===== config.mk =====
export PLATFORM = sky130hd
export DESIGN_NAME = gmb_ctrl
export DESIGN_NICKNAME = d
export VERILOG_FILES = /design/src/hw/rtl/gmb_pkg.sv /design/src/hw/rtl/gmb_ctrl.sv
export SDC_FILE = /design/constraint.sdc
export NUM_CORES = 1
export LEC_CHECK = 0
export BUFFER_PORTS_ARGS = -buffer_cell sky130_fd_sc_hd__buf_2
export CORE_ASPECT_RATIO = 0.8
export CORE_MARGIN = 1
export CORE_UTILIZATION = 40
export DETAILED_ROUTE_END_ITERATION = 6
export GPL_TIMING_DRIVEN = 0
export PLACE_DENSITY = 0.82
export SLEW_MARGIN = 20
export SYNTH_ARGS = -nofsm -noshare
export SYNTH_HDL_FRONTEND = slang
export SYNTH_SLANG_ARGS = --single-unit

===== constraint.sdc =====
create_clock -name clk -period 1.7 [get_ports clk]
set_clock_uncertainty 0.15 [all_clocks]
set_input_delay 0.17 -clock clk [delete_from_list [all_inputs] [get_ports clk]]
set_output_delay 0.17 -clock clk [all_outputs]
set_load 0.005 [all_outputs]

===== src/hw/rtl/gmb_pkg.sv =====
// ----------------------------------------------------------------------------
// gmb_pkg
// Shared types, codes and helpers of the grid maze backtracker.
// ----------------------------------------------------------------------------
package gmb_pkg;

    localparam int CFG_W        = 6;
    localparam int DEFAULT_SIZE = 20;
    localparam int MODE_W       = 2;
    localparam int RND_W        = 31;
    localparam int ADDR_W       = 10;
    localparam int WALL_W       = 4;
    localparam int DIR_W        = 2;
    localparam int CELL_W       = 5;    // visited bit over four wall bits

    // Input modes
    localparam logic [MODE_W-1:0] MODE_START = 2'd0;
    localparam logic [MODE_W-1:0] MODE_STEP  = 2'd1;
    localparam logic [MODE_W-1:0] MODE_READ  = 2'd2;

    // Configuration register indexes
    localparam logic REG_GRID_WIDTH  = 1'b0;
    localparam logic REG_GRID_HEIGHT = 1'b1;

    // Move directions
    localparam logic [DIR_W-1:0] DIR_N    = 2'd0;
    localparam logic [DIR_W-1:0] DIR_S    = 2'd1;
    localparam logic [DIR_W-1:0] DIR_E    = 2'd2;
    localparam logic [DIR_W-1:0] DIR_WEST = 2'd3;

    // Wall bits
    localparam logic [WALL_W-1:0] WALL_N    = 4'b0001;
    localparam logic [WALL_W-1:0] WALL_S    = 4'b0010;
    localparam logic [WALL_W-1:0] WALL_E    = 4'b0100;
    localparam logic [WALL_W-1:0] WALL_WEST = 4'b1000;
    localparam logic [WALL_W-1:0] ALL_WALLS = 4'b1111;

    typedef enum logic [4:0] {
        ST_RST_CLR,
        ST_IDLE,
        ST_CLR,
        ST_START_WR,
        ST_STEP,
        ST_TOP_RD,
        ST_TOP_LD,
        ST_RD_N,
        ST_RD_S,
        ST_RD_E,
        ST_RD_W,
        ST_RD_CUR,
        ST_DECIDE,
        ST_CARVE,
        ST_FIN_RD1,
        ST_FIN_WR1,
        ST_FIN_RD2,
        ST_FIN_WR2,
        ST_RD_ISSUE,
        ST_RD_DATA,
        ST_EMIT
    } state_t;

    typedef enum logic [2:0] {
        RS_N,
        RS_S,
        RS_E,
        RS_W,
        RS_CUR,
        RS_BOT,
        RS_MID,
        RS_ADDR
    } rsel_t;

    typedef struct packed {
        logic             latch_in;
        logic             start_init;
        logic             clr_wr;
        logic             start_wr;
        logic             stk_rd;
        logic             top_ld;
        logic             mem_rd;
        rsel_t            rd_sel;
        logic             cap_en;
        logic [DIR_W-1:0] cap_dir;
        logic             pop;
        logic             carve_cur;
        logic             carve_nx;
        logic             fin_wr_s;
        logic             fin_wr_n;
        logic             res_read;
        logic             res_fin;
        logic             emit;
    } cmd_t;

    typedef struct packed {
        logic done;
        logic addr_ok;
        logic clr_last;
        logic clr_last_all;
        logic has_free;
        logic depth_one;
        logic out_free;
    } status_t;

    function automatic logic [WALL_W-1:0] own_wall(input logic [DIR_W-1:0] d);
        logic [WALL_W-1:0] w;
        case (d)
            DIR_N:   w = WALL_N;
            DIR_S:   w = WALL_S;
            DIR_E:   w = WALL_E;
            default: w = WALL_WEST;
        endcase
        return w;
    endfunction

    function automatic logic [WALL_W-1:0] far_wall(input logic [DIR_W-1:0] d);
        logic [WALL_W-1:0] w;
        case (d)
            DIR_N:   w = WALL_S;
            DIR_S:   w = WALL_N;
            DIR_E:   w = WALL_WEST;
            default: w = WALL_E;
        endcase
        return w;
    endfunction

    // Remainder by three: base-4 digits sum to the same residue.
    function automatic logic [1:0] mod3(input logic [RND_W-1:0] v);
        logic [31:0] x;
        logic [5:0]  s;
        logic [3:0]  t;
        logic [2:0]  u;
        x = {1'b0, v};
        s = '0;
        for (int i = 0; i < 16; i++)
        begin
            s = s + 6'(x[2*i +: 2]);
        end
        t = 4'(s[1:0]) + 4'(s[3:2]) + 4'(s[5:4]);
        u = 3'(t[1:0]) + 3'(t[3:2]);
        return (u >= 3'd3) ? 2'(u - 3'd3) : u[1:0];
    endfunction

    // Used range of a dimension register: zero reads as one, saturate at max.
    function automatic int clamp_dim(input logic [CFG_W-1:0] v, input int max_v);
        int r;
        r = int'(v);
        if (r < 1)
        begin
            r = 1;
        end
        if (r > max_v)
        begin
            r = max_v;
        end
        return r;
    endfunction

endpackage


===== src/hw/rtl/gmb_ctrl.sv =====
// ----------------------------------------------------------------------------
// gmb_ctrl
// Sequencer of the maze backtracker: issues datapath commands per state.
// ----------------------------------------------------------------------------
module gmb_ctrl
(
    input  logic                       clk,
    input  logic                       rst_n,
    input  logic                       in_valid,
    input  logic [gmb_pkg::MODE_W-1:0] in_mode,
    input  gmb_pkg::status_t           status,
    output logic                       in_ready,
    output gmb_pkg::cmd_t              cmd
);

    gmb_pkg::state_t state_reg;
    gmb_pkg::state_t state_next;

    always_ff @(posedge clk or negedge rst_n)
    begin
        if (!rst_n)
        begin
            state_reg <= gmb_pkg::ST_RST_CLR;
        end
        else
        begin
            state_reg <= state_next;
        end
    end

    always_comb
    begin
        state_next = state_reg;
        cmd        = '0;
        in_ready   = 1'b0;
        case (state_reg)
            gmb_pkg::ST_RST_CLR:
            begin
                cmd.clr_wr = 1'b1;
                if (status.clr_last_all)
                begin
                    state_next = gmb_pkg::ST_IDLE;
                end
            end
            gmb_pkg::ST_IDLE:
            begin
                in_ready = 1'b1;
                if (in_valid)
                begin
                    cmd.latch_in = 1'b1;
                    case (in_mode)
                        gmb_pkg::MODE_START:
                        begin
                            cmd.start_init = 1'b1;
                            state_next     = gmb_pkg::ST_CLR;
                        end
                        gmb_pkg::MODE_STEP: state_next = gmb_pkg::ST_STEP;
                        gmb_pkg::MODE_READ: state_next = gmb_pkg::ST_RD_ISSUE;
                        default:            state_next = gmb_pkg::ST_IDLE;
                    endcase
                end
            end
            gmb_pkg::ST_CLR:
            begin
                cmd.clr_wr = 1'b1;
                if (status.clr_last)
                begin
                    state_next = gmb_pkg::ST_START_WR;
                end
            end
            gmb_pkg::ST_START_WR:
            begin
                cmd.start_wr = 1'b1;
                state_next   = gmb_pkg::ST_EMIT;
            end
            gmb_pkg::ST_STEP:
            begin
                if (status.done)
                begin
                    cmd.res_fin = 1'b1;
                    state_next  = gmb_pkg::ST_EMIT;
                end
                else
                begin
                    state_next = gmb_pkg::ST_TOP_RD;
                end
            end
            gmb_pkg::ST_TOP_RD:
            begin
                cmd.stk_rd = 1'b1;
                state_next = gmb_pkg::ST_TOP_LD;
            end
            gmb_pkg::ST_TOP_LD:
            begin
                cmd.top_ld = 1'b1;
                state_next = gmb_pkg::ST_RD_N;
            end
            gmb_pkg::ST_RD_N:
            begin
                cmd.mem_rd = 1'b1;
                cmd.rd_sel = gmb_pkg::RS_N;
                state_next = gmb_pkg::ST_RD_S;
            end
            gmb_pkg::ST_RD_S:
            begin
                cmd.cap_en  = 1'b1;
                cmd.cap_dir = gmb_pkg::DIR_N;
                cmd.mem_rd  = 1'b1;
                cmd.rd_sel  = gmb_pkg::RS_S;
                state_next  = gmb_pkg::ST_RD_E;
            end
            gmb_pkg::ST_RD_E:
            begin
                cmd.cap_en  = 1'b1;
                cmd.cap_dir = gmb_pkg::DIR_S;
                cmd.mem_rd  = 1'b1;
                cmd.rd_sel  = gmb_pkg::RS_E;
                state_next  = gmb_pkg::ST_RD_W;
            end
            gmb_pkg::ST_RD_W:
            begin
                cmd.cap_en  = 1'b1;
                cmd.cap_dir = gmb_pkg::DIR_E;
                cmd.mem_rd  = 1'b1;
                cmd.rd_sel  = gmb_pkg::RS_W;
                state_next  = gmb_pkg::ST_RD_CUR;
            end
            gmb_pkg::ST_RD_CUR:
            begin
                cmd.cap_en  = 1'b1;
                cmd.cap_dir = gmb_pkg::DIR_WEST;
                cmd.mem_rd  = 1'b1;
                cmd.rd_sel  = gmb_pkg::RS_CUR;
                state_next  = gmb_pkg::ST_DECIDE;
            end
            gmb_pkg::ST_DECIDE:
            begin
                if (status.has_free)
                begin
                    cmd.carve_cur = 1'b1;
                    state_next    = gmb_pkg::ST_CARVE;
                end
                else
                begin
                    cmd.pop = 1'b1;
                    if (status.depth_one)
                    begin
                        state_next = gmb_pkg::ST_FIN_RD1;
                    end
                    else
                    begin
                        state_next = gmb_pkg::ST_TOP_RD;
                    end
                end
            end
            gmb_pkg::ST_CARVE:
            begin
                cmd.carve_nx = 1'b1;
                state_next   = gmb_pkg::ST_EMIT;
            end
            gmb_pkg::ST_FIN_RD1:
            begin
                cmd.mem_rd = 1'b1;
                cmd.rd_sel = gmb_pkg::RS_BOT;
                state_next = gmb_pkg::ST_FIN_WR1;
            end
            gmb_pkg::ST_FIN_WR1:
            begin
                cmd.fin_wr_s = 1'b1;
                state_next   = gmb_pkg::ST_FIN_RD2;
            end
            gmb_pkg::ST_FIN_RD2:
            begin
                cmd.mem_rd = 1'b1;
                cmd.rd_sel = gmb_pkg::RS_MID;
                state_next = gmb_pkg::ST_FIN_WR2;
            end
            gmb_pkg::ST_FIN_WR2:
            begin
                cmd.fin_wr_n = 1'b1;
                cmd.res_fin  = 1'b1;
                state_next   = gmb_pkg::ST_EMIT;
            end
            gmb_pkg::ST_RD_ISSUE:
            begin
                if (status.addr_ok)
                begin
                    cmd.mem_rd = 1'b1;
                    cmd.rd_sel = gmb_pkg::RS_ADDR;
                    state_next = gmb_pkg::ST_RD_DATA;
                end
                else
                begin
                    cmd.res_read = 1'b1;
                    state_next   = gmb_pkg::ST_EMIT;
                end
            end
            gmb_pkg::ST_RD_DATA:
            begin
                cmd.res_read = 1'b1;
                state_next   = gmb_pkg::ST_EMIT;
            end
            gmb_pkg::ST_EMIT:
            begin
                if (status.out_free)
                begin
                    cmd.emit   = 1'b1;
                    state_next = gmb_pkg::ST_IDLE;
                end
            end
            default:
            begin
                state_next = gmb_pkg::ST_IDLE;
            end
        endcase
    end

endmodule


**After elaboration in Yosys (flattened, before gate mapping)**

Cells that the tools add are included.

- $add $sub $neg: 0
- $mul: 0
- Divide/modulo/power cells: 0
- $lt $le $gt $ge: 0
- Equal/unequal tests: 26
- Shifts and indexed selects: 0
- Muxes and demuxes: 33
- Bitwise gates (word level): 0
- Reductions and logical operators: 5

Operators with widths:

| cell | count |
|---|---|
| $pmux 5 s18 | 1 |
| $eq 5x4->1 const B | 8 |
| $pmux 4 s8 | 1 |
| $mux 5 | 6 |
| $eq 5x5->1 const B | 5 |
| $eq 5x3->1 const B | 4 |
| $mux 1 | 15 |
| $pmux 5 s3 | 1 |
| $pmux 3 s4 | 1 |
| $eq 5x2->1 const B | 2 |
| $mux 4 | 2 |
| $ne 2x2->1 const B | 4 |
| $mux 2 | 3 |
| $eq 5x1->1 const B | 1 |
| $logic_not 5->1 | 1 |
| $pmux 1 s2 | 2 |
| $reduce_and 4->1 | 1 |
| $reduce_or 4->1 | 1 |
| $mux 3 | 1 |
| $eq 2x1->1 const B | 1 |
| $eq 2x2->1 const B | 1 |
| $logic_not 2->1 | 1 |
| $reduce_or 2->1 | 1 |

- Bits in registers: 5
- Bits in latches: 0
- Memory bits (writable): 0
- Memory bits (read-only): 0
- Bits of input ports: 12
- Output and inout port bits: 22
- Logic and storage cells: 65
- Memories kept: 0

**Depth between registers and ports, before layout**

Gate-level depths: netlist of the first run.

- Depth after elaboration: 4
- Gate-level depth with buffers: 6
- Gate-level depth less buffers: 5

**Worst setup path before layout of the first run**

No wires, ideal clock.

- Kind: reg-to-output
- Start point: reg state_reg[3]
- End point: out cmd[19] (netlist name)
- Arrival time: 1.444 ns
- Required time: 1.380 ns
- Path slack: -0.064 ns
- Stages on the path, launching flop included: 6
- Path buffers: 1
- Path through: dfrtp_1 buf_6 or3_4 nor2_1 and2_1 nor3b_2

RTL lines:

| element | RTL line | text |
|---|---|---|
| start, declared | gmb_ctrl.sv:16 | `gmb_pkg::state_t state_reg;` |
| start signal, assigned | gmb_ctrl.sv:23 | `state_reg <= gmb_pkg::ST_RST_CLR;` |
| start signal, assigned | gmb_ctrl.sv:27 | `state_reg <= state_next;` |
| end, declared | gmb_ctrl.sv:13 | `output gmb_pkg::cmd_t cmd` |

==> summary.txt, run 1 <==
status = complete, but fails checks
failing checks = setup timing
worst r2r dst = state_reg[1]
worst-path cell chain = buf_6, nor2b_4, a22oi_2, nor2_1, a21oi_1, nor2_1, buf_2
Clock Pin Slew Worst Setup and Hold Paths = 0.06 ns
core area = 0.001692 sq mm
design area = 0.001449 sq mm
syn_nets = 128
Critical path buffers and inverters = 2
WHS Endpoint = state_reg[2]
crit share post-route = 1.194
hold_sp = status[0]
post-DR wirelength/cell = 19.87 microns
part of the power in the clock network = 0.054
part of the power in registers = 0.084
Hold Vio Cnt, Final = 0
Sw Share = 0.5058
htree depth = 1
Crit Path Max Fanout = 5
Leakage = 0.0006451 uW
register cell area after layout = 127.6 sq um
Yosys top cell by area = dfrtp_1
Antenna diodes = 0
CP max stage delay = 0.44 ns
Pre-Repair DR Iteration Count = 7
Hold Path Stages = 3
most used cell, CP = nor2_1
post-route setup TNS = -4.357 ns
chip height = 40.88 microns
FP Rows = 13
MaxCap Viol Count = 0
io pins = 34
Layout Nets = 187
first-pass GRT wire length = 4616 microns
non-filler instance count after layout = 196
Vias = 1292
syn_area_per_cell = 6.515 sq um
CTS Root Cell = clkbuf_4
Comb power frac = 0.863
Final GP Congestion = 0.9075
Max Slew Vio Count = 0
CTS tree = done
R2R cell count = 7
DRC viols = 0
PwrDens = 1959 mW/mm^2
crit start category = flop
placed cell areas = 948.4 sq um
RSZ-0062 raised after global routing = yes
CP Capture Type = primary output
HPWL Detailed = 1783 microns
total track usage = 0.3137
share of cells above drive strength 1 = 0.6149
clk buf depth = 2
VDD IR max = 1.425 mV
slowest CP cell = dfrtp_1
Max-slew headroom = 0.7346
Yosys top cell area share = 0.1656
top post-synthesis cells by area = dfrtp_1, nor2_1, a21oi_1
crit path DAT = 1.71 ns
Int Pwr = 1403 uW
Worst-Skew Late Latency = 0.26 ns
crit path time final = 2.030 ns
starting density of the core = 0.4467
RR Startpoint = state_reg[1]
crit path kind = reg2out
sw power = 1436 uW
GR Util met3 = 0.06296
r2r setup slk = -0.27 ns
Multi-input gate area = 773.2 sq um
final setup fails = 26
placed cells = 171
antenna viol nets, final = 0
Inserted Clock Buffers = 3
critical path required time = 1.38 ns
Synth Warn # = 0
fillers = 92
Hold WC Path Type = in2reg
max FFs per register = 5
Yosys cell types = 38
IO Port Bufs = 33
FF+latch count, synth = 5
initial antenna violation count = 0
GRT met2 Usage = 0.5633
maximum clock rate = 492.5 MHz
vias in the first global route = 1023
crit-path leading delay family = simple AND/OR/NAND/NOR gates
WL final = 3894 microns
P&R area growth vs syn = 91.72%
Slew @ Worst Pin = 0.3965 ns
Initial DRC Count = 110
die width = 50.60 microns
Worst Slack Setup Final = -0.3303 ns
Fin Hold WS = 0.09255 ns
cells after synthesis = 116
Mapped Area = 755.7 sq um
layer with the highest usage = met2
Via density = 6.592
CTS sink count = 5
met1 Track Usage GR = 0.3799
DIE AREA = 0.002068 sq mm
largest net degree at the start of global routing = 11
total power = 2839 uW
sequential area share after synthesis = 0.1656
grt total ovfl = 0
-- tightest hold or removal path: stages --
cell and delay (ns):
buf_2 0.09, or4_4 0.15, o21ai_2 0.05
-- power groups by stage --
stage / logic, uW / clock network [uW] / registers, uW
2_1_floorplan: 931 / 0 / 199
3_3_place_gp: 1250 / 0 / 210
3_5_place_dp: 1280 / 0 / 212
4_1_cts: 1780 / 146 / 225
5_1_grt: 2530 / 162 / 241
6_report: 2450 / 152 / 238
-- final cells by class --
| class | count | share of cell area |
|---|---|---|
| repair buffers | 54 | 0.2504 |
| inverters | 5 | 0.01554 |
| well taps | 22 | 0.01900 |
| multi-input cells | 97 | 0.5337 |
| flip-flops and latches | 5 | 0.08808 |
| clock buffers | 4 | 0.01813 |
| plain buffers | 9 | 0.07513 |
-- cells in the mapped netlist --
| library cell | instances |
|---|---|
| a32oi_1 | 2 |
| a21oi_1 | 11 |
| o31ai_1 | 1 |
| nor3b_2 | 1 |
| or4_1 | 2 |
| a2111oi_0 | 1 |
| nor3b_1 | 1 |
| o21ai_0 | 11 |
| buf_1 | 2 |
| nor2b_1 | 6 |
| or4_4 | 1 |
| buf_2 | 3 |
| nand4_2 | 1 |
| o2111ai_1 | 1 |
| mux2i_1 | 1 |
| clkbuf_1 | 3 |
| dfrtp_1 | 5 |
| a31o_2 | 1 |
| nor2_1 | 18 |
| nand2b_1 | 4 |
| nand2_1 | 9 |
| nor4b_1 | 2 |
| a31oi_1 | 1 |
| a22oi_1 | 2 |
| and3_1 | 2 |
| nand3_1 | 2 |
| inv_1 | 5 |
| nand3b_1 | 2 |
| nor3_1 | 5 |
| o22ai_1 | 1 |
| o21ai_1 | 1 |
| buf_6 | 1 |
| o211a_1 | 1 |
| xnor2_1 | 1 |
| a211o_1 | 1 |
| a211oi_1 | 2 |
| and2_1 | 1 |
| or3_4 | 1 |
-- logic make-up (layout without fill, tap and decap cells) --
family	count (synthesis)	in the layout	share of synthesized area
simple gates	58	58	0.4238
compound gates	37	37	0.3013
buf+inv	14	72	0.08444
flops	5	5	0.1656
xor+xnor	1	1	0.01159
mux	1	1	0.01325
-- layout by cell type, fill, tap and decap left out, types with 3 or more instances in the layout --
cell / count
o21ai_0: 6
o21ai_1: 3
nor2_1: 13
buf_4: 14
nand2_1: 6
dfrtp_1: 3
nor2b_1: 3
or4_4: 3
o21ai_2: 3
clkbuf_4: 4
buf_8: 3
nor2_2: 3
buf_6: 11
buf_2: 32
nor2b_4: 3
a21oi_1: 9
nand2b_1: 3
-- routing by layer --
| layer | vias to the layer above | wire (microns) |
|---|---|---|
| li1 | 540 | - |
| met5 | - | 0 |
| met3 | 47 | 466 |
| met1 | 579 | 1467 |
| met4 | 0 | 272 |
| met2 | 126 | 1687 |
-- through the flow --
stage               setup slack, ns  utilization
detailed placement          -0.2655       0.5607
global placement            -0.2087       0.5607
global route                -0.3437       0.8565
floorplan                  -0.06420            -
CTS                         -0.2444       0.7419
finish                      -0.3303       0.8565
-- repair_timing --
item,4_1_cts,5_1_grt
resized for setup,49,34
endpoints found under the setup margin,27,26
pin swaps,9,12
hold buffers,1,0
setup buffers,13,6
endpoints found under the hold margin,5,0
cloned,1,0
-- worst max-delay path by stage --
stage,startpoint,end,depth (start not counted)
global placement,state_reg[1],cmd[14],5
detailed placement,state_reg[0],cmd[12],6
CTS,state_reg[3],cmd[19],6
finish,state_reg[4],cmd[12],7
floorplan,state_reg[3],cmd[19],5
global route,state_reg[3],cmd[19],6
No activity file was read; power rests on OpenSTA's default activity.
==> inputs of run 2 (changes only) <==
--- a/config.mk
+++ b/config.mk
@@ -12,6 +12,7 @@
 export DETAILED_ROUTE_END_ITERATION = 6
 export GPL_TIMING_DRIVEN = 0
 export PLACE_DENSITY = 0.82
+export SKIP_CTS_REPAIR_TIMING = 1
 export SLEW_MARGIN = 20
 export SYNTH_ARGS = -nofsm -noshare
 export SYNTH_HDL_FRONTEND = slang
==> run 2 against run 1 <==
Net effect:
- the flow still finishes with violations (setup timing)
- worst hold slack improved by 0.016 ns
- critical path type unchanged
- register-to-register slack gained 0.11 ns
- core utilization shrank 9.3 points
- combinational power fell by 17%
- largest cell class unchanged
==> summary.txt, run 2 (synthesized netlist as in run 1, its figures left out) <==
status = complete, but fails checks
failing checks = setup timing
Multi-input gate area = 713.2 sq um (-7.8%)
Clock Pin Slew Worst Setup and Hold Paths = 0.05 ns (about the same)
CP Launch Point = state_reg[3]
Final GP Congestion = 0.9075 (unchanged)
first-pass GRT wire length = 3774 microns (-18%)
CTS tree = done
register cell area after layout = 127.6 sq um (unchanged)
largest net degree at the start of global routing = 11 (unchanged)
FP Rows = 13 (unchanged)
starting density of the core = 0.4467 (unchanged)
Max Slew Vio Count = 0 (unchanged)
most common cell after layout, fill and taps aside = buf_2
Crit Path Max Fanout = 8 (+3)
total track usage = 0.2500 (-0.06374)
P&R area growth vs syn = 70.86%
max FFs per register = 5 (unchanged)
vias in the first global route = 880 (-14%)
RR Startpoint = state_reg[3]
DRC viols = 0 (unchanged)
Via density = 6.166 (-6.5%)
HPWL Detailed = 1783 microns (unchanged)
Worst Slack Setup Final = -0.3000 ns (+0.03038 ns)
initial antenna violation count = 0 (unchanged)
crit path kind = reg2out
crit share post-route = 1.176 (-0.01787)
fillers = 124 (+35%)
RSZ-0062 raised after global routing = yes
htree depth = 1 (unchanged)
io pins = 34 (unchanged)
WL final = 3292 microns (-15%)
Vias = 1153 (-11%)
core area = 0.001692 sq mm (unchanged)
crit path time final = 2.000 ns (-0.03038 ns)
maximum clock rate = 500.0 MHz (+1.5%)
CP Capture Type = primary output
Antenna diodes = 0 (unchanged)
clk buf depth = 2 (unchanged)
Hold Vio Cnt, Final = 0 (unchanged)
CTS Root Cell = clkbuf_4
hold_sp = status[0]
Worst-Skew Late Latency = 0.26 ns (about the same)
Fin Hold WS = 0.1087 ns (+0.01613 ns)
VDD IR max = 1.321 mV (-7.3%)
crit start category = flop
Max-slew headroom = 0.7692 (+0.03462)
Hold WC Path Type = in2reg
CTS sink count = 5 (unchanged)
critical path required time = 1.38 ns (about the same)
die width = 50.60 microns (unchanged)
Layout Nets = 178 (-4.8%)
Final Core Density = 0.7633 (-0.09319)
Leakage = 0.0005815 uW (-9.9%)
share of cells above drive strength 1 = 0.5455 (-0.06949)
antenna viol nets, final = 0 (unchanged)
final setup fails = 21 (-19%)
Inserted Clock Buffers = 3 (unchanged)
Pre-Repair DR Iteration Count = 4 (-3)
grt total ovfl = 0 (unchanged)
MaxCap Viol Count = 0 (unchanged)
IO Port Bufs = 33 (unchanged)
post-DR wirelength/cell = 17.60 microns (-11%)
Slew @ Worst Pin = 0.3448 ns (-0.05170 ns)
most frequent cells in the layout = buf_2, nor2_1, buf_4
DIE AREA = 0.002068 sq mm (unchanged)
PwrDens = 1870 mW/mm^2 (-4.6%)
Initial DRC Count = 107 (-2.7%)
crit path DAT = 1.68 ns (-0.03 ns)
chip height = 40.88 microns (unchanged)
-- run 2: changes by cell type in the layout (fill, tap and decap cells not counted), moves of 2 or more --
cell and change:
o21ai_2 -2, nor3_1 +2, buf_6 -3, inv_2 -2, buf_4 -4, o21ai_1 +2
-- run 2: worst paths after layout --
| check | slack [ns] | to | depth (start not counted) |
|---|---|---|---|
| hold reg to reg | 0.61 | state_reg[2] | 2 |
| setup / recovery | -0.30 | cmd[19] | 6 |
| setup reg to reg | -0.16 | state_reg[1] | 5 |
| min in group asynchronous | 0.12 | state_reg[2] | 2 |
| max in group asynchronous | 1.12 | state_reg[1] | 2 |
| hold / removal | 0.11 | state_reg[2] | 3 |
-- run 2: worst max-delay path, stage by stage, from the launching register on --
cell and delay [ns]:
dfrtp_1 0.36, buf_6 0.13, or3_4 0.40, nor2_4 0.12, and2_4 0.15, nor3b_2 0.13, buf_2 0.13
-- run 2: layout make-up --
| type | instances | share of cell area |
|---|---|---|
| Buffer | 9 | 0.08430 |
| Clock buffer | 4 | 0.02035 |
| Inverter | 5 | 0.02035 |
| Multi-Input combinational cell | 97 | 0.5523 |
| Sequential cell | 5 | 0.09884 |
| Tap cell | 22 | 0.02132 |
| Timing Repair Buffer | 45 | 0.2025 |
-- run 2: where the power goes --
part           internal, uW  leakage, uW  switching [uW]  total [uW]
Combinational           930     0.000503            1110        2040
Clock                  89.5    0.0000150            60.4         150
Sequential              173    0.0000636            53.9         227
Total                  1190     0.000581            1220        2410
-- run 2: per-stage QoR --
stage                     setup TNS [ns]  instance area [sq um]  power, uW  setup slack [ns]  instances
after CTS                         -7.419                  974.7       1640           -0.5404        175
final                             -2.650                   1291       2414           -0.3000        187
after global routing              -4.222                   1291       2562           -0.3616        187
after global placement            -1.837                  948.4       1464           -0.2087        171
after detailed placement          -2.491                  948.4       1491           -0.2655        171
after floorplan                  -0.2386                  755.7       1130          -0.06420        116
-- run 2: routing by layer --
metal	GRT usage	vias up	wire length (microns)
met3	0.03333	14	400
li1	-	518	-
met5	0	-	0
met4	0.06250	0	82
met1	0.3210	529	1300
met2	0.4567	92	1510
